## src/flhg_pkg.sv

```systemverilog
// Shared types, constants and helpers for the fan level hysteresis governor.
`timescale 1ns / 1ps

package flhg_pkg;

  localparam int TEMP_BITS_DEF = 8;
  localparam int LIM_W         = 8;
  localparam int LIMITS_W      = 3 * LIM_W;
  localparam int MARGIN_W      = 8;
  localparam int LEVEL_W       = 3;
  localparam int OUT_TDATA_W   = 8;
  localparam int CFG_ADDR_W    = 3;
  localparam int CFG_DATA_W    = LIMITS_W;
  localparam int NUM_BANDS     = 3;

  localparam logic [MARGIN_W-1:0] MARGIN_RESET = 8'd3;

  // Configuration register indexes.
  localparam logic [CFG_ADDR_W-1:0] CFG_CPU_LIMITS = 3'd0;
  localparam logic [CFG_ADDR_W-1:0] CFG_GPU_LIMITS = 3'd1;
  localparam logic [CFG_ADDR_W-1:0] CFG_MCH_LIMITS = 3'd2;
  localparam logic [CFG_ADDR_W-1:0] CFG_MARGIN     = 3'd3;
  localparam logic [CFG_ADDR_W-1:0] CFG_AUTO_EN    = 3'd4;

  // Fan levels.
  localparam logic [LEVEL_W-1:0] LEVEL_OFF  = 3'd0;
  localparam logic [LEVEL_W-1:0] LEVEL_LOW  = 3'd1;
  localparam logic [LEVEL_W-1:0] LEVEL_MID  = 3'd5;
  localparam logic [LEVEL_W-1:0] LEVEL_HIGH = 3'd7;

  typedef enum logic [1:0] {
    BAND_OFF  = 2'd0,
    BAND_LOW  = 2'd1,
    BAND_MID  = 2'd2,
    BAND_HIGH = 2'd3
  } band_t;

  typedef struct packed {
    logic [LIMITS_W-1:0] cpu_limits;
    logic [LIMITS_W-1:0] gpu_limits;
    logic [LIMITS_W-1:0] mch_limits;
    logic [MARGIN_W-1:0] margin;
    logic                auto_en;
  } cfg_t;

  function automatic logic [LEVEL_W-1:0] level_of(input band_t band);
    logic [LEVEL_W-1:0] lvl;
    case (band)
      BAND_OFF:  lvl = LEVEL_OFF;
      BAND_LOW:  lvl = LEVEL_LOW;
      BAND_MID:  lvl = LEVEL_MID;
      BAND_HIGH: lvl = LEVEL_HIGH;
      default:   lvl = LEVEL_OFF;
    endcase
    return lvl;
  endfunction

endpackage

```

## src/flhg_cfg_regs.sv

```systemverilog
// Configuration register file of the fan level governor.
`timescale 1ns / 1ps

module flhg_cfg_regs
  import flhg_pkg::*;
(
  input  logic                  clk,
  input  logic                  rst_n,
  input  logic                  cfg_we,
  input  logic [CFG_ADDR_W-1:0] cfg_addr,
  input  logic [CFG_DATA_W-1:0] cfg_wdata,
  output cfg_t                  cfg
);

  cfg_t cfg_r;

  always_ff @(posedge clk) begin
    if (!rst_n) begin
      cfg_r.cpu_limits <= '0;
      cfg_r.gpu_limits <= '0;
      cfg_r.mch_limits <= '0;
      cfg_r.margin     <= MARGIN_RESET;
      cfg_r.auto_en    <= 1'b0;
    end else if (cfg_we) begin
      case (cfg_addr)
        CFG_CPU_LIMITS: cfg_r.cpu_limits <= cfg_wdata[LIMITS_W-1:0];
        CFG_GPU_LIMITS: cfg_r.gpu_limits <= cfg_wdata[LIMITS_W-1:0];
        CFG_MCH_LIMITS: cfg_r.mch_limits <= cfg_wdata[LIMITS_W-1:0];
        CFG_MARGIN:     cfg_r.margin     <= cfg_wdata[MARGIN_W-1:0];
        CFG_AUTO_EN:    cfg_r.auto_en    <= cfg_wdata[0];
        default: ;
      endcase
    end
  end

  assign cfg = cfg_r;

endmodule

```

## src/flhg_sensor.sv

```systemverilog
// Per-sensor band tests and hysteresis offset update.
`timescale 1ns / 1ps

module flhg_sensor
  import flhg_pkg::*;
#(
  parameter int TEMP_BITS = TEMP_BITS_DEF
) (
  input  logic [TEMP_BITS-1:0] temp,
  input  logic [LIMITS_W-1:0]  limits,
  input  logic [MARGIN_W-1:0]  offset,
  input  logic [MARGIN_W-1:0]  margin,
  input  band_t                band,
  output logic [NUM_BANDS-1:0] below,
  output logic [MARGIN_W-1:0]  offset_nxt
);

  // Two spare bits keep every difference from wrapping.
  localparam int CW = ((TEMP_BITS > LIM_W) ? TEMP_BITS : LIM_W) + 2;

  logic signed [CW-1:0] t_s;
  logic signed [CW-1:0] off_s;
  logic signed [CW-1:0] mrg_s;
  logic signed [CW-1:0] lim_s [NUM_BANDS];
  logic signed [CW-1:0] low_s;

  assign t_s   = $signed({{(CW-TEMP_BITS){1'b0}}, temp});
  assign off_s = $signed({{(CW-MARGIN_W){1'b0}}, offset});
  assign mrg_s = $signed({{(CW-MARGIN_W){1'b0}}, margin});

  always_comb begin
    for (int b = 0; b < NUM_BANDS; b++) begin
      lim_s[b] = $signed({{(CW-LIM_W){1'b0}}, limits[LIM_W*b +: LIM_W]});
      below[b] = t_s < (lim_s[b] - off_s);
    end
  end

  // Lower limit of the chosen band.
  always_comb begin
    case (band)
      BAND_LOW:  low_s = lim_s[0];
      BAND_MID:  low_s = lim_s[1];
      BAND_HIGH: low_s = lim_s[2];
      default:   low_s = '0;
    endcase
  end

  always_comb begin
    if (band == BAND_OFF) begin
      offset_nxt = offset;
    end else if (t_s == low_s) begin
      offset_nxt = margin;
    end else if (t_s <= (low_s - mrg_s)) begin
      offset_nxt = '0;
    end else begin
      offset_nxt = offset;
    end
  end

endmodule

```

## src/fan_level_hysteresis_governor.sv

```systemverilog
// Fan level governor: picks a fan level from three temperatures with hysteresis.
// Accepted sample words wait in the input register; each result word is then
// written to the result register. One sample word per cycle unless the result
// stalls; one stage of band compare and offset update logic parts the registers.
// With auto mode off, accepted samples give no result and offsets are kept.
// Reset (rst_n low, synchronous) empties both registers and restores defaults.
`timescale 1ns / 1ps

module fan_level_hysteresis_governor
  import flhg_pkg::*;
#(
  parameter int TEMP_BITS = TEMP_BITS_DEF,
  localparam int IN_TDATA_W = ((3 * TEMP_BITS + 7) / 8) * 8
) (
  input  logic                   clk,
  input  logic                   rst_n,
  input  logic                   in_tvalid,
  output logic                   in_tready,
  // Fields from bit 0: cpu_temp, gpu_temp, mch_temp, zero padding.
  input  logic [IN_TDATA_W-1:0]  in_tdata,
  output logic                   out_tvalid,
  input  logic                   out_tready,
  // Fields from bit 0: fan_level, zero padding.
  output logic [OUT_TDATA_W-1:0] out_tdata,
  input  logic                   cfg_we,
  input  logic [CFG_ADDR_W-1:0]  cfg_addr,
  input  logic [CFG_DATA_W-1:0]  cfg_wdata
);

  cfg_t cfg;

  logic                  in_valid_r;
  logic [TEMP_BITS-1:0]  cpu_temp_r, gpu_temp_r, mch_temp_r;
  logic                  out_valid_r;
  logic [LEVEL_W-1:0]    level_r;
  logic [MARGIN_W-1:0]   cpu_off_r, gpu_off_r, mch_off_r;
  logic [MARGIN_W-1:0]   cpu_off_nxt, gpu_off_nxt, mch_off_nxt;
  logic [NUM_BANDS-1:0]  cpu_below, gpu_below, mch_below, all_below;
  band_t                 band;
  logic                  in_take;
  logic                  advance;
  logic                  emit;

  flhg_cfg_regs u_cfg (
    .clk       (clk),
    .rst_n     (rst_n),
    .cfg_we    (cfg_we),
    .cfg_addr  (cfg_addr),
    .cfg_wdata (cfg_wdata),
    .cfg       (cfg)
  );

  flhg_sensor #(.TEMP_BITS(TEMP_BITS)) u_cpu (
    .temp (cpu_temp_r), .limits (cfg.cpu_limits), .offset (cpu_off_r),
    .margin (cfg.margin), .band (band), .below (cpu_below), .offset_nxt (cpu_off_nxt)
  );

  flhg_sensor #(.TEMP_BITS(TEMP_BITS)) u_gpu (
    .temp (gpu_temp_r), .limits (cfg.gpu_limits), .offset (gpu_off_r),
    .margin (cfg.margin), .band (band), .below (gpu_below), .offset_nxt (gpu_off_nxt)
  );

  flhg_sensor #(.TEMP_BITS(TEMP_BITS)) u_mch (
    .temp (mch_temp_r), .limits (cfg.mch_limits), .offset (mch_off_r),
    .margin (cfg.margin), .band (band), .below (mch_below), .offset_nxt (mch_off_nxt)
  );

  assign all_below = cpu_below & gpu_below & mch_below;

  always_comb begin
    if (all_below[0]) begin
      band = BAND_OFF;
    end else if (all_below[1]) begin
      band = BAND_LOW;
    end else if (all_below[2]) begin
      band = BAND_MID;
    end else begin
      band = BAND_HIGH;
    end
  end

  // A sample leaves the input register when it is dropped (auto off) or
  // when the result register is free or being emptied in this cycle.
  assign advance   = in_valid_r && (!cfg.auto_en || !out_valid_r || out_tready);
  assign emit      = advance && cfg.auto_en;
  assign in_tready = !in_valid_r || advance;
  assign in_take   = in_tvalid && in_tready;

  always_ff @(posedge clk) begin
    if (!rst_n) begin
      in_valid_r  <= 1'b0;
      out_valid_r <= 1'b0;
      cpu_off_r   <= '0;
      gpu_off_r   <= '0;
      mch_off_r   <= '0;
    end else begin
      if (in_take) begin
        in_valid_r <= 1'b1;
      end else if (advance) begin
        in_valid_r <= 1'b0;
      end
      if (emit) begin
        out_valid_r <= 1'b1;
        cpu_off_r   <= cpu_off_nxt;
        gpu_off_r   <= gpu_off_nxt;
        mch_off_r   <= mch_off_nxt;
      end else if (out_tready) begin
        out_valid_r <= 1'b0;
      end
    end
  end

  always_ff @(posedge clk) begin
    if (in_take) begin
      cpu_temp_r <= in_tdata[0*TEMP_BITS +: TEMP_BITS];
      gpu_temp_r <= in_tdata[1*TEMP_BITS +: TEMP_BITS];
      mch_temp_r <= in_tdata[2*TEMP_BITS +: TEMP_BITS];
    end
    if (emit) begin
      level_r <= level_of(band);
    end
  end

  assign out_tvalid = out_valid_r;
  assign out_tdata  = {{(OUT_TDATA_W-LEVEL_W){1'b0}}, level_r};

endmodule

```

## config.mk

```make
export PLATFORM = sky130hd
export DESIGN_NAME = fan_level_hysteresis_governor
export DESIGN_NICKNAME = d
export VERILOG_FILES = /design/src/flhg_pkg.sv /design/src/flhg_cfg_regs.sv /design/src/flhg_sensor.sv /design/src/fan_level_hysteresis_governor.sv
export SDC_FILE = /design/constraint.sdc
export NUM_CORES = 1
export LEC_CHECK = 0
export BUFFER_PORTS_ARGS = -buffer_cell sky130_fd_sc_hd__buf_2
export CORE_AREA = 2 2 147 149
export CTS_CLUSTER_SIZE = 14
export DETAILED_ROUTE_END_ITERATION = 8
export DIE_AREA = 0 0 149 151
export PLACE_DENSITY_LB_ADDON = 0.25
export SETUP_SLACK_MARGIN = 0.3
export SYNTH_ARGS = -nofsm -noshare
export SYNTH_HDL_FRONTEND = slang
export SYNTH_SLANG_ARGS = --single-unit
```

## constraint.sdc

```tcl
create_clock -name clk -period 9 [get_ports clk]
set_input_delay 0.45 -clock clk [delete_from_list [all_inputs] [get_ports clk]]
set_output_delay 0.45 -clock clk [all_outputs]
set_load 0.05 [all_outputs]
```

==> run_results.csv <==
group,metric,value,unit
run_status,status,"completed",
min_path,min_path_cells,1,
synthesis,syn_avg_cell_area,8.45,µm²
clocking,cts_resized,0,
power_and_ir_drop,p_leak,4.98,nW
synthesis,synthAdderAreaFrac,22.2,%
synthesis,post_synth_num_cell_types,68,
floorplanning,dieHeight,151,µm
clocking,cts_tree,"done",
synthesis,yosysWarnings,0,
clocking,clk_pin_slew,0.07,ns
sta,hold_ws,0.191,ns
power_and_ir_drop,p_seq_share,35.6,%
synthesis,yosysSeqAreaShare,25.9,%
global_routing,first_global_vias,9383,
layout,finalNetCount,1640,
layout,layout_common_cells,"nand2_1, ha_1, dfxtp_1",
synthesis,synth_simple_gate_area_share,17.4,%
sta,final_hold_viol_count,0,
clocking,post_cts_buffers,0,
worst_setup_path,cp-start-kind,"flip-flop",
drt,wl,37.5,mm
drt,drt_first_pass_iters,6,
worst_setup_path,r2r_slack,1.01,ns
sta,rsz0062_at_grt,"no",
sta,worst_slack,1.01,ns
worst_setup_path,reg2reg_to,"mch_off_r[3]",
floorplanning,ios,66,
sta,setup_viol,0,
synthesis,ys_async_sr_fraction,0,%
power_and_ir_drop,combPwrFrac,27.5,%
flow_run,maxCapViolations,0,
sta,relSlewSlack,18.4,%
worst_setup_path,required,9.35,ns
synthesis,synth-edff-count,27,
clocking,clock_path_buffers,2,
synthesis,synth_flop_cell,"dfxtp_1",
sta,setup_tns,0,ns
drt,drc_errors,0,
sta,period_needed,7.99,ns
sta,slew_violations,0,
synthesis,synth_top_family_by_area,"adder cells",
min_path,holdCritStartpoint,"in_tdata[13]",
power_and_ir_drop,power.density,151,nW/µm²
floorplanning,die_x,149,µm
drt,viasPerCell,6.16,
floorplanning,start_util,54.7,%
global_routing,grt_pass1_wl,55.7,mm
power_and_ir_drop,power_switching_share,35.4,%
sta,worst_pin_slew,1.22,ns
min_path,hp-class,"in -> reg",
layout,area_growth,9.60,%
power_and_ir_drop,p_switching,666,µW
global_routing,grt_max_degree,95,
sta,finalCritPeriodShare,88.8,%
drt,ant_nets,0,
floorplanning,num_rows,53,
sta,fmax,125,MHz
global_routing,antenna_found_initial,0,
global_routing,grt_usage,33.6,%
synthesis,synthXorXnorAreaFrac,6.23,%
power_and_ir_drop,pwr-share-clk,36.9,%
worst_setup_path,slowest_stage,"or3_1",
clocking,worstSkewPairLatency,0.44,ns
power_and_ir_drop,internal_power,1.21,mW
worst_setup_path,crit_path_end_kind,"flip-flop",
place,io_buffers,60,
floorplanning,dieArea,22500,µm²
place,place_hpwl,29.9,mm
drt,drt_iter0_drc,860,
synthesis,ys_ff_latch,134,
synthesis,synthMuxAreaShare,2.37,%
drt,vias,10300,
synthesis,synth_area,11400,µm²
worst_setup_path,r2r-start,"mch_off_r[1]",
place,place.gp.congestion,1.05,
worst_setup_path,cp.arrival,8.34,ns
place,pre_cts_ws,1.11,ns
clocking,cts-buffers-inserted,17,
worst_setup_path,worst_r2r_path_depth,34,
layout,num_antenna_cells,0,
layout,layout-drive-gt1-share,8.49,%
clocking,clock-sinks,134,
min_path,hold-path-endpoint,"gpu_temp_r[5]",
clocking,cts.root.buffer_cell,"clkbuf_16",
global_routing,gr-total-overflow,0,
clocking,cts-htree-levels,4,
drt,wl_per_cell,22.4,µm
clocking,ctsHoldBuffers,0,
power_and_ir_drop,vdd_ir_drop_max,119,µV
layout,mostFrequentLayoutCell,"nand2_1",
worst_setup_path,worst_path_largest_cell_delay,0.65,ns
sta,finClkSkew,0.0137,ns
synthesis,syn_inst,1347,
synthesis,synth-compound-area-share,21.0,%
floorplanning,core-area,20800,µm²
worst_setup_path,critical_path_class,"reg -> reg",
worst_setup_path,path_max_fanout,20,
## power by group through the flow
stage / Clock (mW) / Sequential, mW / Combinational [mW]
floorplan: 0 / 0.661 / 0.373
global placement: 0 / 0.681 / 0.495
detailed placement: 0 / 0.681 / 0.502
CTS: 0.699 / 0.668 / 0.507
global route: 0.725 / 0.670 / 0.569
finish: 0.694 / 0.669 / 0.516
## flip-flops by register name, indices dropped and copies added (netlist names)
name	count
u_cfg.cfg	81
cpu_off_r	8
cpu_temp_r	8
gpu_off_r	8
gpu_temp_r	8
mch_off_r	8
mch_temp_r	8
level_r	3
in_valid_r	1
out_tvalid	1
## per-stage QoR
stage | cells | cell area, µm² | utilization, % | total power [mW]
final | 1677 | 12500 | 59.9 | 1.88
after global routing | 1677 | 12500 | 59.9 | 1.96
after detailed placement | 1645 | 11900 | 57.2 | 1.18
after global placement | 1645 | 11900 | 57.2 | 1.18
after floorplan | 1351 | 11400 | - | 1.03
after CTS | 1677 | 12500 | 59.9 | 1.87
## how the worst max path moves through the flow
stage	startpoint	to	slack, ns
after floorplan	cpu_off_r[1]	mch_off_r[0]	2.01
after global placement	cpu_off_r[1]	mch_off_r[0]	1.29
after detailed placement	cpu_off_r[1]	cpu_off_r[4]	1.11
after CTS	cpu_off_r[1]	mch_off_r[3]	1.08
after global routing	cpu_off_r[1]	mch_off_r[3]	0.47
final	mch_off_r[1]	mch_off_r[3]	1.01
## logic make-up after synthesis
kind of cell / after synthesis
compound gates: 352
other cells: 1
xor+xnor: 81
flops: 134
simple gates: 419
buf+inv: 138
mux: 27
fa+ha+maj: 195
## synth_stat cells (3+ instances only)
master | instances | share of area (%)
clkbuf_1 | 38 | 1.3
dfxtp_1 | 107 | 19
o21a_1 | 21 | 1.4
a211oi_1 | 12 | 0.79
nor4_1 | 21 | 1.2
buf_2 | 5 | 0.22
nand4_1 | 12 | 0.66
edfxtp_1 | 27 | 7.1
a21oi_1 | 60 | 2.6
a31oi_1 | 9 | 0.49
o21ai_1 | 4 | 0.18
nand3_1 | 40 | 1.8
mux2i_1 | 27 | 2.4
o21ai_0 | 63 | 2.8
o211ai_1 | 11 | 0.73
ha_1 | 183 | 20
or3_1 | 6 | 0.33
nor2_1 | 26 | 0.86
o31a_1 | 3 | 0.23
a22oi_1 | 3 | 0.20
nor2b_1 | 21 | 1.2
o22ai_1 | 7 | 0.38
or2_2 | 3 | 0.16
nor3_1 | 16 | 0.70
a41oi_1 | 3 | 0.23
o21bai_1 | 5 | 0.33
nand2b_1 | 16 | 0.88
nand2_1 | 229 | 7.5
a311oi_1 | 13 | 1.0
or4_1 | 5 | 0.33
and3_1 | 5 | 0.27
inv_1 | 86 | 2.8
xor2_1 | 40 | 3.1
a21boi_0 | 81 | 5.3
buf_4 | 5 | 0.33
a311o_1 | 3 | 0.26
fa_1 | 12 | 2.1
a21o_1 | 36 | 2.4
and2_1 | 4 | 0.22
xnor2_1 | 41 | 3.2
## critical path: cells and delay by family (launching register included)
| kind | cells | cell delay [ns] |
|---|---|---|
| AO/OA/AOI/OAI | 14 | 2.82 |
| XOR/XNOR | 2 | 0.34 |
| adder cells (fa/ha/maj) | 4 | 1.18 |
| buffers and inverters | 1 | 0.15 |
| flip-flops | 1 | 0.45 |
| multiplexers | 1 | 0.14 |
| AND/OR/NAND/NOR | 12 | 2.81 |
## per-layer routing
layer	routed length, µm	track usage, %
met5	0	0
met4	1230	11.4
met3	3430	7.23
met2	16400	52.5
met1	16500	46.2
## final cells by class
cell class | instances | area (µm²)
Clock buffer | 17 | 425
Timing Repair Buffer | 70 | 375
Clock inverter | 15 | 138
Tap cell | 275 | 344
Multi-Input combinational cell | 1079 | 7920
Inverter | 87 | 327
Fill cell | 1867 | 8340
Sequential cell | 134 | 2950
(Power assumes the default switching activity.)
